[src/hdl/rfsd_pkg.sv]
// Shared constants and controller/datapath interface types for the range filter and sorter.
package rfsd_pkg;

   localparam int VAL_W        = 19;
   localparam int CAPACITY_DEF = 64;
   localparam int CSR_ADDR_W   = 1;

   localparam logic signed [VAL_W-1:0] LOW_LIMIT_RESET  = -19'sd256000;
   localparam logic signed [VAL_W-1:0] HIGH_LIMIT_RESET = 19'sd256000;

   localparam logic [CSR_ADDR_W-1:0] REG_LOW_LIMIT  = 1'b0;
   localparam logic [CSR_ADDR_W-1:0] REG_HIGH_LIMIT = 1'b1;

   // Commands from the controller to the datapath.
   typedef struct packed {
      logic insert;
      logic drop;
      logic shift;
      logic clear;
   } cmd_type;

   // Status from the datapath to the controller.
   typedef struct packed {
      logic in_range;
      logic full;
      logic empty;
      logic last_one;
   } status_type;

endpackage

[src/hdl/range_filter_sort_descending.sv]
// Top level of the range filter with descending sort.
// Load: one sample transfer per cycle; each kept sample enters a sorted chain.
// The first result is valid the cycle after the set_end transfer; N kept samples
// give one result per cycle while rsp_ready is high (one if empty), req_ready low.
// Reset clears the phase, kept count, drop flag and restores the limit registers.
module range_filter_sort_descending #(
   parameter int CAPACITY = rfsd_pkg::CAPACITY_DEF
) (
   input  logic                              clock,
   input  logic                              reset,
   input  logic                              csr_we,
   input  logic [rfsd_pkg::CSR_ADDR_W-1:0]   csr_addr,
   input  logic signed [rfsd_pkg::VAL_W-1:0] csr_wdata,
   input  logic                              req_valid,
   output logic                              req_ready,
   input  logic signed [rfsd_pkg::VAL_W-1:0] req_sample,
   input  logic                              req_set_end,
   output logic                              rsp_valid,
   input  logic                              rsp_ready,
   output logic signed [rfsd_pkg::VAL_W-1:0] rsp_sorted_value,
   output logic                              rsp_final_res,
   output logic                              rsp_empty_res,
   output logic                              rsp_overflow
);

   rfsd_pkg::cmd_type    cmd;
   rfsd_pkg::status_type status;

   rfsd_ctrl u_ctrl (
      .clock       (clock),
      .reset       (reset),
      .req_valid   (req_valid),
      .req_ready   (req_ready),
      .req_set_end (req_set_end),
      .rsp_valid   (rsp_valid),
      .rsp_ready   (rsp_ready),
      .status      (status),
      .cmd         (cmd)
   );

   rfsd_datapath #(
      .CAPACITY (CAPACITY)
   ) u_datapath (
      .clock            (clock),
      .reset            (reset),
      .csr_we           (csr_we),
      .csr_addr         (csr_addr),
      .csr_wdata        (csr_wdata),
      .req_sample       (req_sample),
      .cmd              (cmd),
      .status           (status),
      .rsp_sorted_value (rsp_sorted_value),
      .rsp_final_res    (rsp_final_res),
      .rsp_empty_res    (rsp_empty_res),
      .rsp_overflow     (rsp_overflow)
   );

endmodule

[src/hdl/rfsd_ctrl.sv]
// Controller: load and emit phases, handshakes and datapath commands.
module rfsd_ctrl (
   input  logic                clock,
   input  logic                reset,
   input  logic                req_valid,
   output logic                req_ready,
   input  logic                req_set_end,
   output logic                rsp_valid,
   input  logic                rsp_ready,
   input  rfsd_pkg::status_type status,
   output rfsd_pkg::cmd_type    cmd
);

   localparam logic ST_LOAD = 1'b0;
   localparam logic ST_EMIT = 1'b1;

   logic state_ff;
   logic state_in;
   logic req_xfer;
   logic rsp_xfer;
   logic set_done;

   assign req_ready = (state_ff == ST_LOAD);
   assign rsp_valid = (state_ff == ST_EMIT);
   assign req_xfer  = req_valid && req_ready;
   assign rsp_xfer  = rsp_valid && rsp_ready;

   // The final result of a set is the one taken when at most one entry remains.
   assign set_done = rsp_xfer && (status.empty || status.last_one);

   always_comb begin
      cmd.insert = req_xfer && status.in_range && !status.full;
      cmd.drop   = req_xfer && status.in_range && status.full;
      cmd.shift  = rsp_xfer;
      cmd.clear  = set_done;
   end

   always_comb begin
      state_in = state_ff;
      unique case (state_ff)
         ST_LOAD: begin
            if (req_xfer && req_set_end) state_in = ST_EMIT;
         end
         ST_EMIT: begin
            if (set_done) state_in = ST_LOAD;
         end
         default: state_in = ST_LOAD;
      endcase
   end

   always_ff @(posedge clock) begin
      if (reset) begin
         state_ff <= ST_LOAD;
      end else begin
         state_ff <= state_in;
      end
   end

endmodule

[src/hdl/rfsd_datapath.sv]
// Datapath: limit registers, range compare, sorted insertion chain and result fields.
module rfsd_datapath #(
   parameter int CAPACITY = rfsd_pkg::CAPACITY_DEF
) (
   input  logic                                    clock,
   input  logic                                    reset,
   input  logic                                    csr_we,
   input  logic [rfsd_pkg::CSR_ADDR_W-1:0]         csr_addr,
   input  logic signed [rfsd_pkg::VAL_W-1:0]       csr_wdata,
   input  logic signed [rfsd_pkg::VAL_W-1:0]       req_sample,
   input  rfsd_pkg::cmd_type                       cmd,
   output rfsd_pkg::status_type                    status,
   output logic signed [rfsd_pkg::VAL_W-1:0]       rsp_sorted_value,
   output logic                                    rsp_final_res,
   output logic                                    rsp_empty_res,
   output logic                                    rsp_overflow
);

   localparam int CNT_W = $clog2(CAPACITY + 1);

   logic signed [rfsd_pkg::VAL_W-1:0] low_ff;
   logic signed [rfsd_pkg::VAL_W-1:0] high_ff;
   logic signed [rfsd_pkg::VAL_W-1:0] cell_ff [CAPACITY];
   logic signed [rfsd_pkg::VAL_W-1:0] cell_in [CAPACITY];
   logic [CAPACITY-1:0]               below;
   logic [CNT_W-1:0]                  count_ff;
   logic [CNT_W-1:0]                  count_in;
   logic                              dropped_ff;
   logic                              dropped_in;

   always_ff @(posedge clock) begin
      if (reset) begin
         low_ff  <= rfsd_pkg::LOW_LIMIT_RESET;
         high_ff <= rfsd_pkg::HIGH_LIMIT_RESET;
      end else if (csr_we) begin
         unique case (csr_addr)
            rfsd_pkg::REG_LOW_LIMIT:  low_ff  <= csr_wdata;
            rfsd_pkg::REG_HIGH_LIMIT: high_ff <= csr_wdata;
            default: ;
         endcase
      end
   end

   // The chain is kept in descending order. below[i] is high where the new sample
   // belongs ahead of cell i: the cell is unoccupied or holds a smaller value.
   // Equal values keep arrival order, which cannot be seen at the output.
   for (genvar i = 0; i < CAPACITY; i++) begin : g_cell
      assign below[i] = (count_ff <= CNT_W'(i)) || (req_sample > cell_ff[i]);

      always_comb begin
         cell_in[i] = cell_ff[i];
         if (cmd.insert) begin
            if (i > 0 && below[(i > 0) ? i - 1 : 0]) begin
               cell_in[i] = cell_ff[(i > 0) ? i - 1 : 0];
            end else if (below[i]) begin
               cell_in[i] = req_sample;
            end
         end else if (cmd.shift) begin
            if (i < CAPACITY - 1) begin
               cell_in[i] = cell_ff[(i < CAPACITY - 1) ? i + 1 : i];
            end
         end
      end
   end

   always_ff @(posedge clock) begin
      for (int i = 0; i < CAPACITY; i++) begin
         cell_ff[i] <= cell_in[i];
      end
   end

   always_comb begin
      count_in   = count_ff;
      dropped_in = dropped_ff;
      priority if (cmd.clear) begin
         count_in   = '0;
         dropped_in = 1'b0;
      end else if (cmd.insert) begin
         count_in = count_ff + CNT_W'(1);
      end else if (cmd.drop) begin
         dropped_in = 1'b1;
      end else if (cmd.shift) begin
         count_in = count_ff - CNT_W'(1);
      end
   end

   always_ff @(posedge clock) begin
      if (reset) begin
         count_ff   <= '0;
         dropped_ff <= 1'b0;
      end else begin
         count_ff   <= count_in;
         dropped_ff <= dropped_in;
      end
   end

   always_comb begin
      status.in_range = (req_sample >= low_ff) && (req_sample <= high_ff);
      status.full     = (count_ff == CNT_W'(CAPACITY));
      status.empty    = (count_ff == '0);
      status.last_one = (count_ff == CNT_W'(1));
   end

   assign rsp_sorted_value = status.empty ? '0 : cell_ff[0];
   assign rsp_final_res    = status.empty || status.last_one;
   assign rsp_empty_res    = status.empty;
   assign rsp_overflow     = dropped_ff;

endmodule

[config.mk]
export PLATFORM = sky130hd
export DESIGN_NAME = range_filter_sort_descending
export DESIGN_NICKNAME = d
export VERILOG_FILES = /design/src/hdl/rfsd_pkg.sv /design/src/hdl/range_filter_sort_descending.sv /design/src/hdl/rfsd_ctrl.sv /design/src/hdl/rfsd_datapath.sv
export SDC_FILE = /design/constraint.sdc
export NUM_CORES = 2
export LEC_CHECK = 0
export BUFFER_PORTS_ARGS = -buffer_cell sky130_fd_sc_hd__buf_2
export CELL_PAD_IN_SITES_DETAIL_PLACEMENT = 1
export CELL_PAD_IN_SITES_GLOBAL_PLACEMENT = 2
export CORE_MARGIN = 2
export CORE_UTILIZATION = 42
export DETAILED_ROUTE_END_ITERATION = 7
export GPL_ROUTABILITY_DRIVEN = 0
export PLACE_DENSITY_LB_ADDON = 0.1
export SYNTH_ARGS = -nofsm -noshare
export SYNTH_HDL_FRONTEND = slang
export SYNTH_SLANG_ARGS = --single-unit
[constraint.sdc]
create_clock -name clock -period 7.43 [get_ports clock]
set_clock_uncertainty 0.2 [all_clocks]
set_input_delay 0.3715 -clock clock [delete_from_list [all_inputs] [get_ports clock]]
set_output_delay 0.3715 -clock clock [all_outputs]
set_load 0.05 [all_outputs]
==> out/qor.yml <==
setup_path:
  critPathBufInv: 3
  crit_slowest_cell: "a21oi_2"
  path_class: "in2reg"
  rr_startpoint: "u_datapath.count_ff[3]"
  worst-r2r-setup-slack_ps: 2500
  cp.required_ps: 7660
  worstPathArrival_ps: 5280
  cpPeakStageDelay_ps: 1010
  critical_path.cell_chain: "dlygate4sd3_1 -> buf_6 -> buf_4 -> ha_1 -> nand2_1 -> nor3_1 -> o311ai_0 -> o211ai_1 -> a22oi_2 -> a21oi_2"
  start_kind: "input port"
  critPathCaptureType: "register"
  worstPathMaxFanout: 36
  reg2reg_to: "u_datapath.cell_ff[2][297]"
  reg2reg_depth: 8
  worst_path_dominant_cell_family: "compound AO/OA/AOI/OAI gates"
detailed_routing:
  wl_met3_um: 15700
  routed_wl_um: 363000
  wl_met2_um: 173000
  wl_per_cell_um: 25.4
  via_per_inst: 6.01
  met1_length_um: 165000
  highest_layer: "met5"
  drt_iter0_markers: 6399
  drc_errors: 0
  num_vias: 86019
  dr.pass1.iters: 6
  route.antenna.remaining_nets: 0
floorplan:
  initial_core_util_pct: 42.3
  die_y_um: 489
  die-area_um2: 239000
  die_w_um: 489
  core_um2: 233000
  pin_count: 69
  rows: 177
clocking:
  path_clk_slew_ps: 60
  cts_buffers: 163
  h-tree-depth: 4
  cts.sinks: 1263
  post_cts.repair.setup_buffers: 0
  clkLatencyLatePin_ps: 840
  hold_buffers: 53
  cts_buffer_depth: 3
  cts-root-buf: "clkbuf_16"
  cts_tree: "done"
  postCtsResizedCells: 0
logic_synthesis:
  synthDistinctLibCells: 75
  syn_inst: 11228
  yosysTopAreaCell: "edfxtp_1"
  synth_area_leaders: "edfxtp_1 (37%), ha_1 (16%), nand2_1 (5.7%), mux2i_1 (5.3%), a21oi_1 (5.3%)"
  ys_seq_area_share_pct: 38.0
  avgSynthCellArea_um2: 8.78
  ys_warn_count: 0
  syn_nets: 12531
  synth_top_area_share_pct: 37.0
  synth_edf_count: 1216
  synth_flop_cell: "edfxtp_1"
  syn_area_um2: 98600
  async_flop_share_pct: 0
  ys_ff_latch: 1263
power:
  p_clk_share_pct: 33.7
  power.density_nw_per_um2: 225
  p_comb_share_pct: 26.0
  p_switching_mw: 8.51
  pwr-share-seq_pct: 40.3
  intPower_mw: 15.9
  ir_drop_mv: 0.186
  swShare_pct: 34.8
  leakage_nw: 49.2
sta:
  hold_viol_final: 0
  rsz0062_at_grt: "false"
  slew_violations: 0
  max_clock_freq_ghz: 0.198
  finalSetupViolCount: 0
  relSlewSlack_pct: 6.70
  worst_slew_pin_slew_ps: 1400
  fin_ws_ps: 2370
  tns_ps: 0
  fin_crit_sh_pct: 68.1
  finalCriticalPeriod_ps: 5060
placement:
  port_buffers: 68
  dp_hpwl_um: 264000
  place_inst: 13958
  dpl_worst_slack_ps: 2190
  dpl_cell_area_um2: 103000
layout:
  drive_above_1_share_pct: 6.24
  fillers: 26958
  final_nets: 12347
  area_growth_pct: 10.0
  final_cells: 14315
  ff_latch_area_um2: 37500
  multiInputGateArea_um2: 53700
  design_area_um2: 109000
global_route:
  grt_max_degree: 201
  grt_pass1_vias: 89330
  track_usage_pct: 29.8
  antenna_found_initial: 14
  grt_overflow_total: 0
  grt_pass1_wl_um: 552000
min_path:
  hold_path_depth: 3
  hp-class: "in2reg"
  worstHoldEndpoint: "u_datapath.cell_ff[3][36]"
  hold_start: "req_sample[17]"
run_status:
  status: "finished clean"
run:
  max_cap_viol_count: 0
-- power groups by stage --
stage | Combinational, mW | Clock [mW] | Sequential (mW)
floorplan | 4.28 | 0 | 9.53
global placement | 5.93 | 0 | 9.96
detailed placement | 6.28 | 0 | 9.97
CTS | 6.35 | 8.37 | 9.82
global route | 7.15 | 8.59 | 9.91
finish | 6.36 | 8.23 | 9.85
-- final cells by class --
cell class | instances | area share, %
Antenna cell | 3 | 0.00692
Multi-Input combinational cell | 7973 | 49.5
Timing Repair Buffer | 365 | 3.01
Clock inverter | 108 | 1.05
Clock buffer | 193 | 3.93
Tap cell | 3132 | 3.61
Sequential cell | 1263 | 34.5
Inverter | 1278 | 4.42
-- kinds of logic (layout without fill, tap and decap cells) --
kind of cell | after synthesis | count (layout) | synth area share (%)
flip-flops | 1263 | 1263 | 38.0
XOR/XNOR | 3 | 3 | 0.0266
other | 0 | 3 | 0
multiplexers | 545 | 545 | 5.56
buffers and inverters | 1992 | 1944 | 8.07
adder cells (fa/ha/maj) | 1258 | 1258 | 16.0
AO/OA/AOI/OAI | 3132 | 3132 | 18.9
AND/OR/NAND/NOR | 3035 | 3035 | 13.5
-- how the worst max path moves through the flow --
stage,start,end,slack (ps),cells after the start
2_1_floorplan,req_sample[0],u_datapath.cell_ff[0][57],1530,13
3_3_place_gp,req_sample[0],u_datapath.cell_ff[0][66],2230,12
3_5_place_dp,req_sample[0],u_datapath.cell_ff[0][48],2190,12
4_1_cts,req_sample[0],u_datapath.cell_ff[0][48],2470,13
5_1_grt,req_sample[12],u_datapath.cell_ff[3][148],2180,11
6_report,req_sample[11],u_datapath.cell_ff[0][293],2370,10
-- per-layer routing --
| layer | up-vias | global-route usage [%] |
|---|---|---|
| met5 | - | 0 |
| met4 | 8 | 7.83 |
| met3 | 494 | 3.35 |
| met2 | 1928 | 50.5 |
| met1 | 43560 | 40.2 |
| li1 | 40029 | - |
-- sequential cells by signal, summed over array words and instances (netlist names) --
signal                   flops
u_ctrl.rsp_valid             1
u_datapath.cell_ff        1216
u_datapath.count_ff          7
u_datapath.high_ff          19
u_datapath.low_ff           19
u_datapath.rsp_overflow      1
-- synth_stat cells (all sizes together), types with 6 or more instances --
cell type	instances
a31oi	72
and3	250
a31o	7
or2	9
o211ai	43
clkbuf	470
o21bai	8
and2	15
o311ai	24
a21o	114
mux2i	526
a2111oi	30
nor3	61
a21oi	1049
o2111ai	17
nand2b	27
nand4	189
a41oi	8
dfxtp	47
and4	7
a221oi	318
inv	1276
nand2	1492
nand3	89
buf	244
nor2b	66
o21a	32
mux2	19
o221ai	6
nand3b	36
or3	24
a32oi	17
a211oi	114
ha	1258
a32o	20
edfxtp	1216
o21ai	1138
a22oi	57
nor2	743
o31ai	18
nor4	22
a2bb2oi	20
-- metrics by stage --
| step | total power [mW] | util, % | hold WS, ps |
|---|---|---|---|
| after CTS | 24.5 | 46.6 | 6.81 |
| after floorplan | 13.8 | - | 236 |
| after global routing | 25.7 | 46.6 | 59.6 |
| final | 24.4 | 46.6 | 78.8 |
| after global placement | 15.9 | 44.0 | 243 |
| after detailed placement | 16.3 | 44.0 | 248 |
-- cells in the final DEF, fill, tap and decap left out, types with 211 or more instances in the layout --
cell type,instances
a21oi_1,1019
a221oi_1,318
and3_1,249
buf_4,211
edfxtp_1,1216
ha_1,1258
inv_1,1276
mux2i_1,525
nand2_1,1491
nor2_1,739
o21ai_0,1025
-- worst min-delay path: stages --
cell and delay, ps:
clkbuf_8 280, a21oi_1 210, a22oi_1 70
(Power assumes the default switching activity.)
